==> src/hdl/assert_macros.svh <==
// ----------------------------------------------------------------------------
// assert_macros.svh
// Clocked assertion macros shared by the frame parser modules.
// ----------------------------------------------------------------------------
`ifndef ASSERT_MACROS_SVH
`define ASSERT_MACROS_SVH

// Check a property on every rising aclk edge outside reset.
`define PSFP_ASSERT(lbl, prop, msg) \
    lbl: assert property (@(posedge aclk) disable iff (!aresetn) (prop)) else $error(msg);

// Check that a condition never holds outside reset.
`define PSFP_NEVER(lbl, cond, msg) \
    lbl: assert property (@(posedge aclk) disable iff (!aresetn) !(cond)) else $error(msg);

`endif

==> src/hdl/psfp_pkg.sv <==
// ----------------------------------------------------------------------------
// psfp_pkg
// Constants and types shared by the particle sensor frame parser.
// ----------------------------------------------------------------------------
package psfp_pkg;

    localparam int FRAME_BYTES = 32;
    localparam int POS_W       = $clog2(FRAME_BYTES);
    localparam int WORD_COUNT  = 12;
    localparam int IDX_W       = 4;
    localparam int WORD_W      = 16;

    localparam logic [7:0] START_A = 8'h42;
    localparam logic [7:0] START_B = 8'h4D;

    localparam logic [POS_W-1:0] FIRST_WORD_POS = POS_W'(4);
    localparam logic [POS_W-1:0] WORD_END_POS   = POS_W'(4 + 2 * WORD_COUNT);
    localparam logic [POS_W-1:0] CHECK_HI_POS   = POS_W'(FRAME_BYTES - 2);
    localparam logic [POS_W-1:0] LAST_POS       = POS_W'(FRAME_BYTES - 1);
    localparam logic [IDX_W-1:0] LAST_IDX       = IDX_W'(WORD_COUNT - 1);

    typedef struct packed {
        logic              en;
        logic              bsel;
        logic [IDX_W-1:0]  idx;
        logic [WORD_W-1:0] data;
    } psfp_wr_t;

    typedef struct packed {
        logic bad;
        logic bsel;
    } psfp_cmd_t;

    typedef struct packed {
        logic en;
        logic bsel;
    } psfp_rel_t;

endpackage

==> src/hdl/psfp_queue.sv <==
// ----------------------------------------------------------------------------
// psfp_queue
// Two-entry command queue between the frame front end and the result drain.
// ----------------------------------------------------------------------------
`include "assert_macros.svh"

module psfp_queue (
    input  logic                aclk,
    input  logic                aresetn,
    input  logic                push,
    input  psfp_pkg::psfp_cmd_t push_cmd,
    output logic                full,
    input  logic                pop,
    output logic                q_valid,
    output psfp_pkg::psfp_cmd_t q_cmd
);
    import psfp_pkg::*;

    psfp_cmd_t   entry_reg [2];
    logic        wptr_reg, wptr_next;
    logic        rptr_reg, rptr_next;
    logic [1:0]  count_reg, count_next;

    assign full    = (count_reg == 2'd2);
    assign q_valid = (count_reg != 2'd0);
    assign q_cmd   = entry_reg[rptr_reg];

    always_comb begin
        wptr_next  = push ? ~wptr_reg : wptr_reg;
        rptr_next  = pop ? ~rptr_reg : rptr_reg;
        count_next = count_reg + 2'(push) - 2'(pop);
    end

    always_ff @(posedge aclk) begin
        if (!aresetn) begin
            wptr_reg  <= 1'b0;
            rptr_reg  <= 1'b0;
            count_reg <= 2'd0;
        end else begin
            wptr_reg  <= wptr_next;
            rptr_reg  <= rptr_next;
            count_reg <= count_next;
        end
    end

    always_ff @(posedge aclk) begin
        if (push) begin
            entry_reg[wptr_reg] <= push_cmd;
        end
    end

    `PSFP_NEVER(a_no_overflow, push && full && !pop, "command queue overflow")
    `PSFP_NEVER(a_no_underflow, pop && !q_valid, "command queue underflow")
    `PSFP_NEVER(a_count_range, count_reg == 2'd3, "command queue count out of range")

endmodule

==> src/hdl/psfp_front.sv <==
// ----------------------------------------------------------------------------
// psfp_front
// Hunt for the start pair, collect the frame, store words, check the sum.
// ----------------------------------------------------------------------------
`include "assert_macros.svh"

module psfp_front (
    input  logic                aclk,
    input  logic                aresetn,
    input  logic                s_tvalid,
    output logic                s_tready,
    input  logic [7:0]          s_tdata,   // [7:0] rx_byte
    output psfp_pkg::psfp_wr_t  wr,
    output logic                push,
    output psfp_pkg::psfp_cmd_t push_cmd,
    input  logic                q_full,
    input  psfp_pkg::psfp_rel_t rel
);
    import psfp_pkg::*;

    localparam logic [1:0] PH_SEEK    = 2'd0;
    localparam logic [1:0] PH_GOT42   = 2'd1;
    localparam logic [1:0] PH_COLLECT = 2'd2;

    logic [1:0]        phase_reg, phase_next;
    logic [POS_W-1:0]  pos_reg, pos_next;
    logic [WORD_W-1:0] sum_reg, sum_next;
    logic [7:0]        chk_hi_reg, chk_hi_next;
    logic [7:0]        hold_reg, hold_next;
    logic              wr_sel_reg, wr_sel_next;
    logic [1:0]        busy_reg, busy_next;

    logic [7:0]        b;
    logic              accept;
    logic              in_words;
    logic              word_pos;
    logic              end_pos;
    logic [POS_W-1:0]  rel_pos;
    logic              good;

    assign b        = s_tdata;
    assign in_words = (pos_reg >= FIRST_WORD_POS) && (pos_reg < WORD_END_POS);
    assign word_pos = in_words && pos_reg[0];
    assign end_pos  = (pos_reg == LAST_POS);
    assign rel_pos  = pos_reg - FIRST_WORD_POS;
    assign good     = ({chk_hi_reg, b} == sum_reg);

    assign s_tready = !((phase_reg == PH_COLLECT) &&
                        ((word_pos && busy_reg[wr_sel_reg]) || (end_pos && q_full)));
    assign accept   = s_tvalid && s_tready;

    always_comb begin
        phase_next   = phase_reg;
        pos_next     = pos_reg;
        sum_next     = sum_reg;
        chk_hi_next  = chk_hi_reg;
        hold_next    = hold_reg;
        wr_sel_next  = wr_sel_reg;
        busy_next    = busy_reg;
        wr.en        = 1'b0;
        wr.bsel      = wr_sel_reg;
        wr.idx       = rel_pos[IDX_W:1];
        wr.data      = {hold_reg, b};
        push         = 1'b0;
        push_cmd.bad = !good;
        push_cmd.bsel = wr_sel_reg;

        if (rel.en) begin
            busy_next[rel.bsel] = 1'b0;
        end

        if (accept) begin
            unique case (phase_reg)
                PH_GOT42: begin
                    if (b == START_B) begin
                        phase_next = PH_COLLECT;
                        pos_next   = POS_W'(2);
                        sum_next   = WORD_W'(START_A) + WORD_W'(START_B);
                    end else if (b == START_A) begin
                        phase_next = PH_GOT42;
                    end else begin
                        phase_next = PH_SEEK;
                        pos_next   = '0;
                    end
                end
                PH_COLLECT: begin
                    if (pos_reg < CHECK_HI_POS) begin
                        sum_next = sum_reg + WORD_W'(b);
                    end
                    if (in_words && !pos_reg[0]) begin
                        hold_next = b;
                    end
                    if (word_pos) begin
                        wr.en = 1'b1;
                    end
                    if (pos_reg == CHECK_HI_POS) begin
                        chk_hi_next = b;
                    end
                    if (end_pos) begin
                        push       = 1'b1;
                        phase_next = PH_SEEK;
                        pos_next   = '0;
                        if (good) begin
                            busy_next[wr_sel_reg] = 1'b1;
                            wr_sel_next           = ~wr_sel_reg;
                        end
                    end else begin
                        pos_next = pos_reg + POS_W'(1);
                    end
                end
                default: begin
                    phase_next = (b == START_A) ? PH_GOT42 : PH_SEEK;
                    pos_next   = '0;
                end
            endcase
        end
    end

    always_ff @(posedge aclk) begin
        if (!aresetn) begin
            phase_reg  <= PH_SEEK;
            pos_reg    <= '0;
            sum_reg    <= '0;
            chk_hi_reg <= '0;
            hold_reg   <= '0;
            wr_sel_reg <= 1'b0;
            busy_reg   <= '0;
        end else begin
            phase_reg  <= phase_next;
            pos_reg    <= pos_next;
            sum_reg    <= sum_next;
            chk_hi_reg <= chk_hi_next;
            hold_reg   <= hold_next;
            wr_sel_reg <= wr_sel_next;
            busy_reg   <= busy_next;
        end
    end

    `PSFP_NEVER(a_no_write_busy, wr.en && busy_reg[wr.bsel], "word written into draining buffer")

endmodule

==> src/hdl/psfp_back.sv <==
// ----------------------------------------------------------------------------
// psfp_back
// Drain queued frame commands into the result output register.
// ----------------------------------------------------------------------------
`include "assert_macros.svh"

module psfp_back (
    input  logic                          aclk,
    input  logic                          aresetn,
    input  logic                          q_valid,
    input  psfp_pkg::psfp_cmd_t           q_cmd,
    output logic                          pop,
    output logic                          rd_bsel,
    output logic [psfp_pkg::IDX_W-1:0]    rd_idx,
    input  logic [psfp_pkg::WORD_W-1:0]   rd_data,
    output psfp_pkg::psfp_rel_t           rel,
    output logic                          m_tvalid,
    input  logic                          m_tready,
    output logic [23:0]                   m_tdata,  // [3:0] word_index, [19:4] word_value
    output logic                          m_tuser,  // [0] status
    output logic                          m_tlast
);
    import psfp_pkg::*;

    logic              m_valid_reg, m_valid_next;
    logic              m_status_reg, m_status_next;
    logic [IDX_W-1:0]  m_index_reg, m_index_next;
    logic [WORD_W-1:0] m_value_reg, m_value_next;
    logic              m_last_reg, m_last_next;
    logic              active_reg, active_next;
    logic [IDX_W-1:0]  idx_reg, idx_next;
    logic              buf_reg, buf_next;
    logic              load;

    assign load    = !m_valid_reg || m_tready;
    assign rd_bsel = active_reg ? buf_reg : q_cmd.bsel;
    assign rd_idx  = active_reg ? idx_reg : '0;

    assign m_tvalid = m_valid_reg;
    assign m_tdata  = {4'd0, m_value_reg, m_index_reg};
    assign m_tuser  = m_status_reg;
    assign m_tlast  = m_last_reg;

    always_comb begin
        m_valid_next  = m_valid_reg;
        m_status_next = m_status_reg;
        m_index_next  = m_index_reg;
        m_value_next  = m_value_reg;
        m_last_next   = m_last_reg;
        active_next   = active_reg;
        idx_next      = idx_reg;
        buf_next      = buf_reg;
        pop           = 1'b0;
        rel.en        = 1'b0;
        rel.bsel      = buf_reg;

        if (load) begin
            priority if (active_reg) begin
                m_valid_next  = 1'b1;
                m_status_next = 1'b0;
                m_index_next  = idx_reg;
                m_value_next  = rd_data;
                m_last_next   = (idx_reg == LAST_IDX);
                if (idx_reg == LAST_IDX) begin
                    active_next = 1'b0;
                    rel.en      = 1'b1;
                end else begin
                    idx_next = idx_reg + IDX_W'(1);
                end
            end else if (q_valid) begin
                pop          = 1'b1;
                m_valid_next = 1'b1;
                m_index_next = '0;
                if (q_cmd.bad) begin
                    m_status_next = 1'b1;
                    m_value_next  = '0;
                    m_last_next   = 1'b1;
                end else begin
                    m_status_next = 1'b0;
                    m_value_next  = rd_data;
                    m_last_next   = 1'b0;
                    active_next   = 1'b1;
                    idx_next      = IDX_W'(1);
                    buf_next      = q_cmd.bsel;
                end
            end else begin
                m_valid_next = 1'b0;
            end
        end
    end

    always_ff @(posedge aclk) begin
        if (!aresetn) begin
            m_valid_reg <= 1'b0;
            active_reg  <= 1'b0;
        end else begin
            m_valid_reg <= m_valid_next;
            active_reg  <= active_next;
        end
    end

    always_ff @(posedge aclk) begin
        m_status_reg <= m_status_next;
        m_index_reg  <= m_index_next;
        m_value_reg  <= m_value_next;
        m_last_reg   <= m_last_next;
        idx_reg      <= idx_next;
        buf_reg      <= buf_next;
    end

    `PSFP_ASSERT(a_err_is_last, m_valid_reg && m_status_reg |-> m_last_reg, "error result not last")

endmodule

==> src/hdl/particle_sensor_frame_parser.sv <==
// ----------------------------------------------------------------------------
// particle_sensor_frame_parser
// Serial frame parser: start-pair hunt, 32-byte frame, checksum, word output.
// ----------------------------------------------------------------------------
// Throughput: one byte per cycle while s_tready is high; results leave at one word
//   per cycle while m_tready is high. The last frame byte's command is queued, and
//   then the first result is loaded; a good frame yields its 12 words back to back.
// Two word buffers and a two-entry command queue set the input stall points.
// Reset: synchronous, active low; clears hunt state, queue and output valid.
module particle_sensor_frame_parser (
    input  logic        aclk,
    input  logic        aresetn,
    input  logic        s_tvalid,
    output logic        s_tready,
    input  logic [7:0]  s_tdata,   // [7:0] rx_byte
    output logic        m_tvalid,
    input  logic        m_tready,
    output logic [23:0] m_tdata,   // [3:0] word_index, [19:4] word_value
    output logic        m_tuser,   // [0] status
    output logic        m_tlast
);
    import psfp_pkg::*;

    psfp_wr_t          wr;
    psfp_cmd_t         push_cmd;
    psfp_cmd_t         q_cmd;
    psfp_rel_t         rel;
    logic              push;
    logic              pop;
    logic              q_full;
    logic              q_valid;
    logic              rd_bsel;
    logic [IDX_W-1:0]  rd_idx;
    logic [WORD_W-1:0] rd_data;
    logic [WORD_W-1:0] words_reg [2][WORD_COUNT];

    always_ff @(posedge aclk) begin
        if (wr.en) begin
            words_reg[wr.bsel][wr.idx] <= wr.data;
        end
    end

    assign rd_data = words_reg[rd_bsel][rd_idx];

    psfp_front u_front (
        .aclk     (aclk),
        .aresetn  (aresetn),
        .s_tvalid (s_tvalid),
        .s_tready (s_tready),
        .s_tdata  (s_tdata),
        .wr       (wr),
        .push     (push),
        .push_cmd (push_cmd),
        .q_full   (q_full),
        .rel      (rel)
    );

    psfp_queue u_queue (
        .aclk     (aclk),
        .aresetn  (aresetn),
        .push     (push),
        .push_cmd (push_cmd),
        .full     (q_full),
        .pop      (pop),
        .q_valid  (q_valid),
        .q_cmd    (q_cmd)
    );

    psfp_back u_back (
        .aclk     (aclk),
        .aresetn  (aresetn),
        .q_valid  (q_valid),
        .q_cmd    (q_cmd),
        .pop      (pop),
        .rd_bsel  (rd_bsel),
        .rd_idx   (rd_idx),
        .rd_data  (rd_data),
        .rel      (rel),
        .m_tvalid (m_tvalid),
        .m_tready (m_tready),
        .m_tdata  (m_tdata),
        .m_tuser  (m_tuser),
        .m_tlast  (m_tlast)
    );

endmodule

==> config.mk <==
export PLATFORM = sky130hd
export DESIGN_NAME = particle_sensor_frame_parser
export DESIGN_NICKNAME = d
export VERILOG_FILES = /design/src/hdl/psfp_pkg.sv /design/src/hdl/psfp_queue.sv /design/src/hdl/psfp_front.sv /design/src/hdl/psfp_back.sv /design/src/hdl/particle_sensor_frame_parser.sv
export VERILOG_INCLUDE_DIRS = /design/src /design/src/hdl
export SDC_FILE = /design/constraint.sdc
export NUM_CORES = 1
export LEC_CHECK = 0
export ABC_AREA = 1
export BUFFER_PORTS_ARGS = -buffer_cell sky130_fd_sc_hd__buf_2
export CAP_MARGIN = 10
export CORE_AREA = 4 4 287 289
export DETAILED_ROUTE_END_ITERATION = 16
export DIE_AREA = 0 0 291 293
export GPL_TIMING_DRIVEN = 0
export HOLD_SLACK_MARGIN = 0.12
export PLACE_DENSITY = 0.42
export RECOVER_POWER = 50
export SKIP_CTS_REPAIR_TIMING = 1
export SYNTH_ARGS = -nofsm -noshare
export SYNTH_HDL_FRONTEND = slang
export SYNTH_SLANG_ARGS = --single-unit
==> constraint.sdc <==
create_clock -name aclk -period 3.9 [get_ports aclk]
set_input_delay 0.585 -clock aclk [delete_from_list [all_inputs] [get_ports aclk]]
set_output_delay 0.585 -clock aclk [all_outputs]
set_load 0.01 [all_outputs]
# Word level (Yosys, flattened, before mapping)
# Memories as Yosys holds them, arrays and structs flattened. A register that Yosys moved wholly into a read port is not among the register bits.
# Index checks and enable logic that the tools add are counted.
# totals
ff_bits,75
latch_bits,0
ram_bits,388
romBits,0
in_bits,12
output_inout_bits,28
memories,2
# mem_list
memory,depth,word_bits,rd,rd_clocked_by_memory_dff,write_ports,line_no,source
words_reg,2,192,1,0,1,particle_sensor_frame_parser.sv:35,logic [WORD_W-1:0] words_reg [2][WORD_COUNT];
u_queue.entry_reg,2,2,1,1,1,psfp_queue.sv:19,psfp_cmd_t entry_reg [2];
# op_classes
add_sub_neg,6
n_mul,0
div_mod_pow,0
magnitude_cmp,10
eq_ne,15
shifts,0
n_mux,64
n_bitwise,10
reduce_logical,28
# op_table
op,n
two-way mux 192 bit,1
two-way mux 16 bit,8
binary-select mux 16 bit (select 4 bit),1
demux 16 bit (select 4 bit),1
one-hot mux 16 bit (2 select lines),1
two-way mux 1 bit,31
two-way mux 4 bit,7
adder 16 x 8 -> 16 bit,1
equality test 16 bit,1
equality test 8 x 7 -> 1 bit (second input constant),2
AND reduction 4 bit,4
two-way mux 5 bit,3
two-way mux 2 bit,7
equality test 5 bit (second input constant),2
greater-or-equal comparator 5 bit (second input constant),2
logical AND 1 bit,10
< comparator 5 bit (second input constant),2
inverter 4 -> 5 bit,2
one-hot mux 5 bit (2 select lines),1
inequality test 2 x 1 -> 1 bit (second input constant),3
AND reduction 2 bit,3
AND reduction 3 bit,2
nonzero test 2 bit,3
adder 5 x 1 -> 5 bit (second input constant),1
other kinds (21),34

# Logic depth before layout (Yosys ltp)
# logic_depth
depth_word,12
mapped_depth,14

# Hierarchy
# A second synthesis with hierarchy kept.
# hier_totals
hier_cells,2071
area_unflattened_um2,20726.1
# by_module_without_submodules
module,instances,cells_per_inst,area_each_um2
particle_sensor_frame_parser,1,1471,16241.8
psfp_front,1,449,2870.3
psfp_back,1,112,1243.7
psfp_queue,1,39,370.4

# Worst setup path before layout
# OpenSTA, ideal clock, no wires.
# synth_timing
path_type,register to register
startpoint,register u_front.pos_reg[2]
endpoint,"memory words_reg[0][0] in the netlist's numbering, enable pin"
setup_time_ns,0.388
t_arrival_ns,2.323
required_time_ns,3.512
slack_ns,1.189
stages_incl_launch_ff,12
period_less_slack_ns,2.711
path_cell_list,dfxtp_1 ha_1 nand2_1 inv_1 ha_1 nand4_1 nand3_4 inv_2 nand2_2 nor3_2 nand2_1 nor2_1
# synth_between
elab_chain_len,11
word_cells_on_any_way,23
# synth_rtl
item,line_no,source
"start, declared",psfp_front.sv:26,"logic [POS_W-1:0] pos_reg, pos_next;"
"start signal, assigned",psfp_front.sv:130,pos_reg <= pos_next;
"parallel branches: the longest is 10 deep, another holds subtractor 5 x 3 -> 5 bit",--,
two-way mux 192 bit (implied by the code) (*),particle_sensor_frame_parser.sv:39,words_reg[wr.bsel][wr.idx] <= wr.data;
"end, declared",particle_sensor_frame_parser.sv:35,
# Every way passes the cells marked *.

# Final worst setup path
# layout_timing
startpoint,register u_back.active_reg
endpoint,"register u_back.idx_reg[0], enable pin"
# layout_between
elab_chain_len,2
word_cells_on_any_way,4
# layout_rtl
item,line_no,source
"start, declared",psfp_back.sv:30,"logic active_reg, active_next;"
"start signal, assigned",psfp_back.sv:98,active_reg <= active_next;
inequality test 2 bit (no line) (tied with other cells),--,
AND reduction 4 bit (no line) (*),--,
"end signal, assigned",psfp_back.sv:107,idx_reg <= idx_next;
"end, declared",psfp_back.sv:31,"logic [IDX_W-1:0] idx_reg, idx_next;"
# Every way passes the cells marked *; elsewhere a longest branch is shown, timed or not.
# A chain may end at the register's enable or synchronous reset.

==> reports/results.ini <==
[power_and_ir_drop]
p_sw_mw = 5.19
swShare_pct = 35.1
finalPower_mw = 14.8
leakagePower_nw = 8.79
p_int_mw = 9.61
powerDensity_nw_per_um2 = 634
combPwrFrac_pct = 27.5
clkPwrFrac_pct = 33.6
ir_drop_mv = 0.378
seq_power_share_pct = 38.9

[synth]
synth-seq-cells = 464
syn_avg_cell_area_um2 = 10.7
synth_top_cells_by_area = edfxtp_1, nand2_1, nand3_1
ys_warn_count = 0
yosys.area.top_type_share_pct = 62.8
synth_top_cell_by_area = edfxtp_1
synth_seq_area_share_pct = 67.7
netlist_area_um2 = 19800
syn-instance-count = 1851
ys_types = 46

[global_routing]
globalRouteOverflowTotal = 0
grt_pass1_vias = 13100
grt_usage_pct = 14.0
grt_pass1_wl_mm = 89.4
grt_start_max_net_pins = 30
antenna_found_initial = 0

[critical_path]
crit_path_max_fanout = 10
start_kind = register
critPathArrivalTime_ns = 3.50
criticalPathCategory = register to register
worstPathRequired_ns = 4.15
end_kind = register

[clock_tree]
cts_tree = built
clkSinkCount = 464
htree_levels = 2
clock_tree.buffer_depth = 3
numCtsBuffers = 52
clk_latency_ns = 0.62
cts.reportedPaths.clkPinSlew_ns = 0.06
root_buffer = clkbuf_16

[timing]
finalCritPeriodShare_pct = 83.3
slew_viol_final = 281
setup_viol = 0
fin_ws_ns = 0.650
period_needed_ns = 3.25
fin_tns_setup_ns = 0
timing.fmax_mhz = 308
finalHoldViolations = 0
tightest_slew_ns = 2.00
skew_ns = 0.0372
relSlewSlack_pct = -33.5
holdWs_ns = 0.394
rsz0062_at_grt = false

[cells_and_area]
layout_commonest_cell = nand2_1
final_nets = 1991
final_cell_mix = nand2_1, edfxtp_1, nand3_1, inv_1, nor2_1
drive_above_1_share_pct = 10.1
antenna_cells = 0
largest_register_ffs = 384
synthToLayoutAreaGrowth_pct = 17.7

[floorplan]
initial_core_util_pct = 24.8
fp.coreArea_um2 = 79900
num_io_pins = 40
row_count = 104
die-area_um2 = 85300
die_x_um = 291
die-height_um = 293

[routing]
routed_wl_mm = 60.7
route.vias.total = 13600
first_iter_violations = 1050
dr.pass1.iters = 5
drc = 0
wl_per_cell_um = 19.8
ant_nets = 0
viasPerCell = 4.43

[placement]
gp_congestion = 0.818
io_buffer_count = 35
pre_cts_ws_ns = 0.606
dp_hpwl_mm = 40.6

[status]
status = complete, but fails checks
violations = capacitance limit, slew limit

[job]
cap_violations = 10

[worst_hold_path]
min_path_type = primary input to register

layer usage:
layer  GRT usage, %  share of wire, %
met1           20.5                48
met2           21.7                45
met3           2.01               4.6
met4           3.96               2.4
met5              0                 0
metrics by stage:
step                std cells  util [%]  instance area (µm²)
floorplan                1854         -                19900
global placement         2949      26.7                21400
detailed placement       2966      27.2                21700
CTS                      3063      29.3                23400
global route             3064      29.2                23400
finish                   3064      29.2                23400
logic make-up (layout without fill, tap and decap cells):
group,after synthesis,in the layout,synth area share (%)
AND/OR/NAND/NOR,1026,1026,22.5
multiplexers,1,1,0.0504
adder cells (fa/ha/maj),18,18,1.17
flip-flops,464,464,67.7
other,1,4,0.0189
AO/OA/AOI/OAI,104,104,3.20
buffers and inverters,227,377,4.90
XOR/XNOR,10,10,0.441
cells in the mapped netlist (all sizes together):
library cell,n
o21ai,21
nor2,105
fa,1
mux2i,1
inv,128
edfxtp,415
nand2,557
a211oi,1
o22ai,2
nand4,13
nor3b,1
xor2,4
clkinv,3
nand3b,3
and3,1
nand3,325
o21bai,1
xnor2,6
a21oi,39
clkbuf,28
o211ai,35
conb,1
o211a,1
nor4,1
a31oi,3
ha,17
nor3,11
or2,9
o2111a,1
dfxtp,49
buf,68
worst paths after layout:
kind | startpoint | endpoint | slack [ns] | cells past startpoint
hold / removal | aresetn | u_queue.wptr_reg | 0.39 | 3
setup / recovery | u_back.active_reg | u_back.idx_reg[0] | 0.65 | 7
setup reg to reg | u_back.active_reg | u_back.idx_reg[0] | 0.65 | 7
hold reg to reg | u_front.wr_sel_reg | u_queue.entry_reg[0][0] | 0.46 | 0
layout make-up:
type	count	area, µm²
buffer	96	478
clock buffer	64	1390
clock inverter	33	352
fill	8394	56500
inverter	131	492
multi-input combinational	1163	5490
sequential	464	13400
tap	1060	1330
timing repair buffer	53	389
power by group through the flow:
| stage | clock [mW] | combinational, mW | sequential (mW) |
|---|---|---|---|
| detailed placement | 0 | 4.18 | 5.86 |
| global route | 5.32 | 4.50 | 5.78 |
| global placement | 0 | 4.17 | 5.86 |
| floorplan | 0 | 2.32 | 5.92 |
| CTS | 5.10 | 4.19 | 5.76 |
| finish | 4.97 | 4.07 | 5.76 |
critical path: stages, from the launching register on:
cell and delay, ns:
dfxtp_1 0.30, clkbuf_1 0.29, clkbuf_1 0.44, nor2_1 0.30
inv_1 0.28, clkbuf_1 0.48, nand2_1 0.35, nor2_1 0.45
No activity file was read; power rests on OpenSTA's default activity.
